===== src/rtl/core/ottq_pkg.sv =====
// Package for the ordered timer queue: field widths, opcodes, result kinds.
`timescale 1ns / 1ps
`default_nettype none
package ottq_pkg;
  localparam int DEPTH_DEF   = 16;
  localparam int PAYLOAD_DEF = 32;

  localparam int TIME_W  = 32;
  localparam int HDL_W   = 4;
  localparam int PAY_W   = 32;
  localparam int DELAY_W = 33;
  localparam int OP_W    = 2;
  localparam int KIND_W  = 2;
  localparam int IN_DATA_W  = 104;
  localparam int OUT_DATA_W = 72;

  localparam logic [OP_W-1:0] OP_ADD    = 2'd0;
  localparam logic [OP_W-1:0] OP_REMOVE = 2'd1;
  localparam logic [OP_W-1:0] OP_FIRE   = 2'd2;
  localparam logic [OP_W-1:0] OP_QUERY  = 2'd3;

  localparam logic [KIND_W-1:0] KIND_FIRED = 2'd0;
  localparam logic [KIND_W-1:0] KIND_DELAY = 2'd1;
  localparam logic [KIND_W-1:0] KIND_FULL  = 2'd2;
endpackage
`default_nettype wire


===== src/rtl/core/ottq_ram.sv =====
// Generic simple dual-port RAM with registered read.
`timescale 1ns / 1ps
`default_nettype none
module ottq_ram #(
  parameter int WIDTH = 8,
  parameter int DEPTH = 16
) (
  input  wire                      clk,
  input  wire                      we,
  input  wire  [$clog2(DEPTH)-1:0] waddr,
  input  wire  [WIDTH-1:0]         wdata,
  input  wire                      re,
  input  wire  [$clog2(DEPTH)-1:0] raddr,
  output logic [WIDTH-1:0]         rdata
);
  logic [WIDTH-1:0] mem [DEPTH];

  always_ff @(posedge clk) begin
    if (we) begin
      mem[waddr] <= wdata;
    end
    if (re) begin
      rdata <= mem[raddr];
    end
  end
endmodule
`default_nettype wire


===== src/rtl/core/ordered_timer_queue_unit.sv =====
// Top level of the ordered timer queue: sorted timer list kept in one RAM.
//
// channel | dir | fields
// in_*    | in  | tuser: opcode; tdata: current_time, timer_handle, delay_ticks, signal_payload
// out_*   | out | tuser: result_kind; tdata: fired_handle, fired_payload, next_delay; tlast
//
// One request at a time. Each step of a scan or shift is a RAM read state followed by a
// write or check state. A remove runs the handle scan and close; an add runs the same,
// then the full check, the insert scan and the gap opening; a query reads the head; a fire
// reads the head and closes the gap for each due timer until the head is not due.
// Synchronous active-low reset empties the queue; RAM contents need no clearing.
// A result waits in the output register; a new request is taken meanwhile, and
// any result it produces waits until the output register is free.
`timescale 1ns / 1ps
`default_nettype none
module ordered_timer_queue_unit #(
  parameter int DEPTH         = ottq_pkg::DEPTH_DEF,
  parameter int PAYLOAD_WIDTH = ottq_pkg::PAYLOAD_DEF
) (
  input  wire                              clk,
  input  wire                              rst_n,
  input  wire                              in_tvalid,
  output logic                             in_tready,
  // [1:0] opcode
  input  wire  [ottq_pkg::OP_W-1:0]        in_tuser,
  // [31:0] current_time, [35:32] timer_handle, [67:36] delay_ticks, [99:68] signal_payload
  input  wire  [ottq_pkg::IN_DATA_W-1:0]   in_tdata,
  output logic                             out_tvalid,
  input  wire                              out_tready,
  // [1:0] result_kind
  output logic [ottq_pkg::KIND_W-1:0]      out_tuser,
  // [3:0] fired_handle, [35:4] fired_payload, [68:36] next_delay
  output logic [ottq_pkg::OUT_DATA_W-1:0]  out_tdata,
  output logic                             out_tlast
);
  localparam int AW  = (DEPTH > 1) ? $clog2(DEPTH) : 1;
  localparam int CW  = $clog2(DEPTH + 1);
  localparam int PW  = PAYLOAD_WIDTH;
  localparam int TW  = ottq_pkg::TIME_W;
  localparam int HW  = ottq_pkg::HDL_W;
  localparam int RW  = TW + PW + HW;
  localparam logic [CW-1:0] DEPTH_C = CW'(DEPTH);

  localparam logic [4:0] S_IDLE  = 5'd0;
  localparam logic [4:0] S_RSCAN = 5'd1;
  localparam logic [4:0] S_RCHK  = 5'd2;
  localparam logic [4:0] S_DSHR  = 5'd3;
  localparam logic [4:0] S_DSHW  = 5'd4;
  localparam logic [4:0] S_AFULL = 5'd5;
  localparam logic [4:0] S_ASCAN = 5'd6;
  localparam logic [4:0] S_ACHK  = 5'd7;
  localparam logic [4:0] S_ISHR  = 5'd8;
  localparam logic [4:0] S_ISHW  = 5'd9;
  localparam logic [4:0] S_FRD   = 5'd10;
  localparam logic [4:0] S_FCHK  = 5'd11;
  localparam logic [4:0] S_FOUT  = 5'd12;
  localparam logic [4:0] S_QRD   = 5'd13;
  localparam logic [4:0] S_QCHK  = 5'd14;
  localparam logic [4:0] S_QOUT  = 5'd15;

  // control registers
  logic [4:0]  state_r, state_nxt;
  logic [CW-1:0] count_r, count_nxt;
  logic [CW-1:0] idx_r, idx_nxt;
  logic [CW-1:0] pos_r, pos_nxt;
  logic        pend_r, pend_nxt;
  logic        fires_r, fires_nxt;
  logic        ovalid_r, ovalid_nxt;

  // request and data registers
  logic [ottq_pkg::OP_W-1:0] op_r, op_nxt;
  logic [TW-1:0] now_r, now_nxt;
  logic [TW-1:0] exp_r, exp_nxt;
  logic [HW-1:0] hdl_r, hdl_nxt;
  logic [PW-1:0] pay_r, pay_nxt;
  logic [RW-1:0] cand_r, cand_nxt;
  logic [RW-1:0] pend_e_r, pend_e_nxt;
  logic [ottq_pkg::DELAY_W-1:0] nd_r, nd_nxt;
  logic [ottq_pkg::KIND_W-1:0]  okind_r, okind_nxt;
  logic [HW-1:0] ohdl_r, ohdl_nxt;
  logic [ottq_pkg::PAY_W-1:0] opay_r, opay_nxt;
  logic [ottq_pkg::DELAY_W-1:0] ond_r, ond_nxt;
  logic        olast_r, olast_nxt;

  // RAM port
  logic          we, re;
  logic [AW-1:0] waddr, raddr;
  logic [RW-1:0] wdata, rdata;
  logic [TW-1:0] r_exp;
  logic [HW-1:0] r_hdl;
  logic [CW-1:0] idx_m1;

  ottq_ram #(.WIDTH(RW), .DEPTH(DEPTH)) u_ram (
    .clk(clk), .we(we), .waddr(waddr), .wdata(wdata),
    .re(re), .raddr(raddr), .rdata(rdata)
  );

  assign r_exp  = rdata[TW-1:0];
  assign r_hdl  = rdata[RW-1:TW+PW];
  assign idx_m1 = idx_r - 1'b1;

  assign in_tready  = (state_r == S_IDLE);
  assign out_tvalid = ovalid_r;
  assign out_tuser  = okind_r;
  assign out_tlast  = olast_r;
  assign out_tdata  = {3'b000, ond_r, opay_r, ohdl_r};

  // sequencer
  always_comb begin
    state_nxt  = state_r;
    count_nxt  = count_r;
    idx_nxt    = idx_r;
    pos_nxt    = pos_r;
    pend_nxt   = pend_r;
    fires_nxt  = fires_r;
    ovalid_nxt = ovalid_r && !out_tready;
    op_nxt     = op_r;
    now_nxt    = now_r;
    exp_nxt    = exp_r;
    hdl_nxt    = hdl_r;
    pay_nxt    = pay_r;
    cand_nxt   = cand_r;
    pend_e_nxt = pend_e_r;
    nd_nxt     = nd_r;
    okind_nxt  = okind_r;
    ohdl_nxt   = ohdl_r;
    opay_nxt   = opay_r;
    ond_nxt    = ond_r;
    olast_nxt  = olast_r;
    we    = 1'b0;
    re    = 1'b0;
    waddr = idx_r[AW-1:0];
    raddr = idx_r[AW-1:0];
    wdata = rdata;
    case (state_r)
      S_IDLE: begin
        if (in_tvalid) begin
          op_nxt  = in_tuser;
          now_nxt = in_tdata[31:0];
          hdl_nxt = in_tdata[35:32];
          exp_nxt = in_tdata[31:0] + in_tdata[67:36];
          pay_nxt = PW'(in_tdata[99:68]);
          idx_nxt = '0;
          pend_nxt = 1'b0;
          case (in_tuser)
            ottq_pkg::OP_ADD, ottq_pkg::OP_REMOVE: state_nxt = S_RSCAN;
            ottq_pkg::OP_FIRE:                     state_nxt = S_FRD;
            default:                               state_nxt = S_QRD;
          endcase
        end
      end
      // look for the handle
      S_RSCAN: begin
        if (idx_r == count_r) begin
          state_nxt = (op_r == ottq_pkg::OP_ADD) ? S_AFULL : S_IDLE;
        end else begin
          re = 1'b1;
          state_nxt = S_RCHK;
        end
      end
      S_RCHK: begin
        idx_nxt = idx_r + 1'b1;
        state_nxt = (r_hdl == hdl_r) ? S_DSHR : S_RSCAN;
      end
      // close the gap: move entry idx to idx-1
      S_DSHR: begin
        if (idx_r == count_r) begin
          count_nxt = count_r - 1'b1;
          case (op_r)
            ottq_pkg::OP_ADD:  state_nxt = S_AFULL;
            ottq_pkg::OP_FIRE: state_nxt = S_FRD;
            default:           state_nxt = S_IDLE;
          endcase
        end else begin
          re = 1'b1;
          state_nxt = S_DSHW;
        end
      end
      S_DSHW: begin
        we = 1'b1;
        waddr = idx_m1[AW-1:0];
        idx_nxt = idx_r + 1'b1;
        state_nxt = S_DSHR;
      end
      // full check, then search the insert point
      S_AFULL: begin
        if (count_r == DEPTH_C) begin
          if (!ovalid_r) begin
            ovalid_nxt = 1'b1;
            okind_nxt = ottq_pkg::KIND_FULL;
            ohdl_nxt  = hdl_r;
            opay_nxt  = '0;
            ond_nxt   = '0;
            olast_nxt = 1'b1;
            state_nxt = S_IDLE;
          end
        end else begin
          idx_nxt = '0;
          state_nxt = S_ASCAN;
        end
      end
      S_ASCAN: begin
        if (idx_r == count_r) begin
          pos_nxt = count_r;
          state_nxt = S_ISHR;
        end else begin
          re = 1'b1;
          state_nxt = S_ACHK;
        end
      end
      S_ACHK: begin
        if (r_exp > exp_r) begin
          pos_nxt = idx_r;
          idx_nxt = count_r;
          state_nxt = S_ISHR;
        end else begin
          idx_nxt = idx_r + 1'b1;
          state_nxt = S_ASCAN;
        end
      end
      // open the gap from the tail, then store the new entry
      S_ISHR: begin
        if (idx_r == pos_r) begin
          we = 1'b1;
          wdata = {hdl_r, pay_r, exp_r};
          count_nxt = count_r + 1'b1;
          state_nxt = S_IDLE;
        end else begin
          re = 1'b1;
          raddr = idx_m1[AW-1:0];
          state_nxt = S_ISHW;
        end
      end
      S_ISHW: begin
        we = 1'b1;
        idx_nxt = idx_m1;
        state_nxt = S_ISHR;
      end
      // fire: peek the head
      S_FRD: begin
        if (count_r == '0) begin
          fires_nxt = 1'b0;
          state_nxt = S_FOUT;
        end else begin
          re = 1'b1;
          raddr = '0;
          state_nxt = S_FCHK;
        end
      end
      S_FCHK: begin
        cand_nxt  = rdata;
        fires_nxt = (r_exp <= now_r);
        state_nxt = S_FOUT;
      end
      // emit the held timer once the next one is known
      S_FOUT: begin
        if (!(pend_r && ovalid_r)) begin
          if (pend_r) begin
            ovalid_nxt = 1'b1;
            okind_nxt = ottq_pkg::KIND_FIRED;
            ohdl_nxt  = pend_e_r[RW-1:TW+PW];
            opay_nxt  = ottq_pkg::PAY_W'(pend_e_r[TW+PW-1:TW]);
            ond_nxt   = '0;
            olast_nxt = !fires_r;
          end
          if (fires_r) begin
            pend_nxt   = 1'b1;
            pend_e_nxt = cand_r;
            idx_nxt    = CW'(1);
            state_nxt  = S_DSHR;
          end else begin
            pend_nxt  = 1'b0;
            state_nxt = S_IDLE;
          end
        end
      end
      // query
      S_QRD: begin
        if (count_r == '0) begin
          nd_nxt = '1;
          state_nxt = S_QOUT;
        end else begin
          re = 1'b1;
          raddr = '0;
          state_nxt = S_QCHK;
        end
      end
      S_QCHK: begin
        nd_nxt = (r_exp > now_r) ? {1'b0, r_exp - now_r} : '0;
        state_nxt = S_QOUT;
      end
      S_QOUT: begin
        if (!ovalid_r) begin
          ovalid_nxt = 1'b1;
          okind_nxt = ottq_pkg::KIND_DELAY;
          ohdl_nxt  = '0;
          opay_nxt  = '0;
          ond_nxt   = nd_r;
          olast_nxt = 1'b1;
          state_nxt = S_IDLE;
        end
      end
      default: state_nxt = S_IDLE;
    endcase
  end

  // control state
  always_ff @(posedge clk) begin
    if (!rst_n) begin
      state_r  <= S_IDLE;
      count_r  <= '0;
      idx_r    <= '0;
      pos_r    <= '0;
      pend_r   <= 1'b0;
      fires_r  <= 1'b0;
      ovalid_r <= 1'b0;
    end else begin
      state_r  <= state_nxt;
      count_r  <= count_nxt;
      idx_r    <= idx_nxt;
      pos_r    <= pos_nxt;
      pend_r   <= pend_nxt;
      fires_r  <= fires_nxt;
      ovalid_r <= ovalid_nxt;
    end
  end

  // payload registers
  always_ff @(posedge clk) begin
    op_r     <= op_nxt;
    now_r    <= now_nxt;
    exp_r    <= exp_nxt;
    hdl_r    <= hdl_nxt;
    pay_r    <= pay_nxt;
    cand_r   <= cand_nxt;
    pend_e_r <= pend_e_nxt;
    nd_r     <= nd_nxt;
    okind_r  <= okind_nxt;
    ohdl_r   <= ohdl_nxt;
    opay_r   <= opay_nxt;
    ond_r    <= ond_nxt;
    olast_r  <= olast_nxt;
  end

  // checks
  a_count_bound: assert property (@(posedge clk) disable iff (!rst_n)
    count_r <= DEPTH_C) else $error("entry count above depth");
  a_count_step: assert property (@(posedge clk) disable iff (!rst_n)
    (count_r != $past(count_r)) |-> (count_r == $past(count_r) + 1'b1 ||
                                     count_r == $past(count_r) - 1'b1))
    else $error("entry count jumped");
  a_idle_no_write: assert property (@(posedge clk) disable iff (!rst_n)
    (state_r == S_IDLE) |-> !we) else $error("RAM write while idle");
  a_kind_valid: assert property (@(posedge clk) disable iff (!rst_n)
    ovalid_r |-> (okind_r == ottq_pkg::KIND_FIRED || okind_r == ottq_pkg::KIND_DELAY ||
                  okind_r == ottq_pkg::KIND_FULL)) else $error("bad result kind");
endmodule
`default_nettype wire


===== config.mk =====
export PLATFORM = sky130hd
export DESIGN_NAME = ordered_timer_queue_unit
export DESIGN_NICKNAME = d
export VERILOG_FILES = /design/src/rtl/core/ottq_pkg.sv /design/src/rtl/core/ottq_ram.sv /design/src/rtl/core/ordered_timer_queue_unit.sv
export SDC_FILE = /design/constraint.sdc
export NUM_CORES = 2
export LEC_CHECK = 0
export BUFFER_PORTS_ARGS = -buffer_cell sky130_fd_sc_hd__buf_2
export CAP_MARGIN = 20
export CORE_UTILIZATION = 60
export CTS_CLUSTER_DIAMETER = 50
export DETAILED_ROUTE_END_ITERATION = 8
export HOLD_SLACK_MARGIN = 0.12
export PLACE_DENSITY = 0.77
export SYNTH_ARGS = -nofsm -noshare
export SYNTH_HDL_FRONTEND = slang
export SYNTH_SLANG_ARGS = --single-unit

===== constraint.sdc =====
create_clock -name clk -period 9.1 [get_ports clk]
set_clock_uncertainty 0.1 [all_clocks]
set_input_delay 0 -clock clk [delete_from_list [all_inputs] [get_ports clk]]
set_output_delay 0 -clock clk [all_outputs]
set_load 0.05 [all_outputs]

==> metrics.md <==
| Metric | Value |
|---|---|
| First drt pass iteration count | 6 |
| Mapped Cells | 3158 |
| Status | finished clean |
| Hold Vio Cnt, Final | 0 |
| Starting Density | 0.608 |
| Num rows | 114 |
| Place WS | 3.87 ns |
| First-pass GRT wire length | 216000 µm |
| Area of the core | 0.0971 mm² |
| Vias post-DR | 33100 |
| TritonCTS clock tree | yes |
| Max-cap violations | 0 |
| Min Tclk post-route | 4.80 ns |
| CP Data Arrival Time | 5.19 ns |
| Synthesized cell area | 0.0591 mm² |
| Fillers | 5615 |
| Total GRT Usage | 0.301 |
| Post-synth top flop | edfxtp_1 |
| Final WL | 149000 µm |
| Pwr dens | 202 mW/mm² |
| IO buf count | 179 |
| Die X | 316 µm |
| Sequential fraction of the synthesis area | 0.737 |
| GP Congestion | 0.909 |
| WL/cell | 29.7 µm |
| Req. time, crit path | 9.49 ns |
| Setup-failing EPs final | 0 |
| Vias in the first global route | 33700 |
| Initial antenna violation count | 4 |
| Setup_tns | 0 ns |
| Setup ws final | 4.30 ns |
| Peak VDD IR | 174 µV |
| H-tree depth | 4 |
| Critical path capture point type | flip-flop |
| Final Slew Violations | 0 |
| P&R area growth vs syn | 16.0% |
| Most frequent cell on the critical path | dlygate4sd3_1 |
| Post-CTS Hold Buffers | 197 |
| I/O pin count | 187 |
| Clk buf depth | 3 |
| Syn_area_per_cell | 18.7 µm² |
| Post-synth cell types | 77 |
| Hpwl dp | 75600 µm |
| Vias per Instance | 6.61 |
| Worst-path maximum fanout | 4 |
| RSZ-0062 raised after global routing | false |
| Nets | 3816 |
| Total setup buffers inserted after CTS | 0 |
| Die H | 316 µm |
| Number of synthesized flops with an enable pin | 1435 |
| CTS Buf Count | 146 |
| Warnings from Yosys | 0 |
| Final worst-path cycle share | 0.528 |
| CP cell instances | dlygate4sd3_1 > buf_2 > dlygate4sd3_1 > ha_1 > inv_1 > fa_1 > nor2b_1 > o31a_1 > o311ai_0 > a31oi_1 > o211ai_1 > a21oi_1 > mux2i_1 > dlygate4sd3_1 > nand2_1 > dlygate4sd3_1 |
| Layout cells sized above 1 | 0.226 |
| DR iter-0 viols | 4190 |
| Actual slew at the worst max-slew pin | 1.10 ns |
| Worst path max stage delay | 0.77 ns |
| Synthesis-stage register bit count | 1458 |
| CTS root buffer | clkbuf_16 |
| Antenna-violating nets left | 0 |
| CP Class | input pin to flip-flop |
| Pin count of the biggest net entering global routing | 127 |
| Worst rel slew slack | 0.262 |
| Slowest cell on crit path | o311ai_0 |
| Post-CTS sizing | 0 |
| Post-synth ARST share | 0 |
| Reg clk slew, reported paths | 0.06 ns |
| Crit path launch type | input pin |
| Leak pwr | 23.9 nW |
| Fmax | 208 MHz |
| DRC | 0 |
| Final hold slack | 0.201 ns |
| Clock sinks | 1458 |
| Clk_lat worst skew | 0.77 ns |
| Die area | 0.0997 mm² |
| Worst min-delay path class | input pin to flip-flop |
| Congestion Overflow GR | 0 |
-- placed cells by master (no fill, tap or decap), types with 24 or more instances in the layout --
cell           instances
clkbuf_1              25
nor3_1                28
and2_1                73
clkinv_1              38
buf_4                 54
nand2_1              147
dlygate4sd3_1        197
mux4_2               272
a21o_1                49
clkbuf_16            148
inv_1                 88
a21oi_1               80
edfxtp_1            1435
o21ai_0               48
xor2_1                27
xnor2_1               47
nand3_1               24
clkinv_2              26
a22oi_1              138
mux2_2                71
buf_2                179
nor2_1                65
ha_1                 100
-- path summary, 6_finish.rpt --
check,startpoint,endpoint,slack (ns),cells after the start
max reg2reg,idx_r[3],u_ram.rdata[53],4.32,11
min,rst_n,pos_r[4],0.20,4
max,in_tdata[0],exp_r[30],4.30,16
min reg2reg,cand_r[52],pend_e_r[52],0.30,0
-- synthesized netlist by cell type (23+ instances only) --
cell type / n / share of area
a21oi_1: 81 / 0.0069
nand2_1: 147 / 0.0093
ha_1: 100 / 0.021
o21ai_1: 24 / 0.0020
a21o_1: 49 / 0.0062
and2_1: 73 / 0.0077
xor2_1: 27 / 0.0040
buf_2: 39 / 0.0033
xnor2_1: 47 / 0.0070
o21ai_0: 49 / 0.0042
dfxtp_1: 23 / 0.0078
nor3_1: 29 / 0.0025
mux4_2: 272 / 0.10
a22oi_1: 138 / 0.018
mux2_2: 71 / 0.014
edfxtp_1: 1435 / 0.73
nand3_1: 24 / 0.0020
inv_1: 88 / 0.0056
clkbuf_1: 85 / 0.0054
nor2b_1: 23 / 0.0024
nor2_1: 89 / 0.0057
-- stage by stage --
stage / cells / cell area, µm² / util / power, mW
2_1_floorplan: 3161 / 59100 / - / 7.76
3_3_place_gp: 4530 / 61700 / 0.635 / 7.88
3_5_place_dp: 4530 / 61700 / 0.635 / 7.89
4_1_cts: 4999 / 68400 / 0.704 / 13.9
5_1_grt: 5003 / 68500 / 0.705 / 14.1
6_report: 5006 / 68500 / 0.705 / 13.8
-- cell families after synthesis --
logic type / after synthesis / synth area share
compound gates: 474 / 0.0549
mux: 355 / 0.119
other cells: 1 / 0.0000635
buf+inv: 235 / 0.0172
simple gates: 458 / 0.0380
flops: 1458 / 0.737
fa+ha+maj: 103 / 0.0222
xor+xnor: 74 / 0.0110
-- state kept, by name (all words and copies together), names as in the netlist, 5 cells and up --
name,cells
pos_r,5
exp_r,32
now_r,32
idx_r,5
pend_e_r,36
u_ram.rdata,68
u_ram.mem,1088
nd_r,33
pay_r,32
opay_r,32
ond_r,33
state_r,5
cand_r,36
count_r,5
-- report_power, final --
group          internal, mW  switching (mW)
Clock                  3.38            2.59
Combinational         0.231           0.263
Sequential             7.33          0.0274
-- metal layers --
layer	track usage	part of all wire	vias up
met4	0.128	0.040	2
met2	0.494	0.50	2138
met3	0.0512	0.095	380
li1	-	-	13700
met5	0	0.000087	-
met1	0.404	0.37	16900
-- cell type report --
type                       count  area [µm²]  share of cell area
clock inverter                97         952              0.0139
antenna                        3        7.51            0.000110
tap                         1276        1600              0.0233
clock buffer                 175        3820              0.0558
sequential                  1458       43600               0.636
inverter                      90         338             0.00493
multi-input combinational   1468       14800               0.216
timing repair buffer         439        3450              0.0503
-- worst max-delay path, delay by kind of cell --
kind	cells	cell delay (ns)
adder cells (fa/ha/maj)	2	0.45
buffers and inverters	6	2.49
multiplexers	1	0.18
AO/OA/AOI/OAI	5	1.93
AND/OR/NAND/NOR	2	0.13
(Power assumes the default switching activity.)
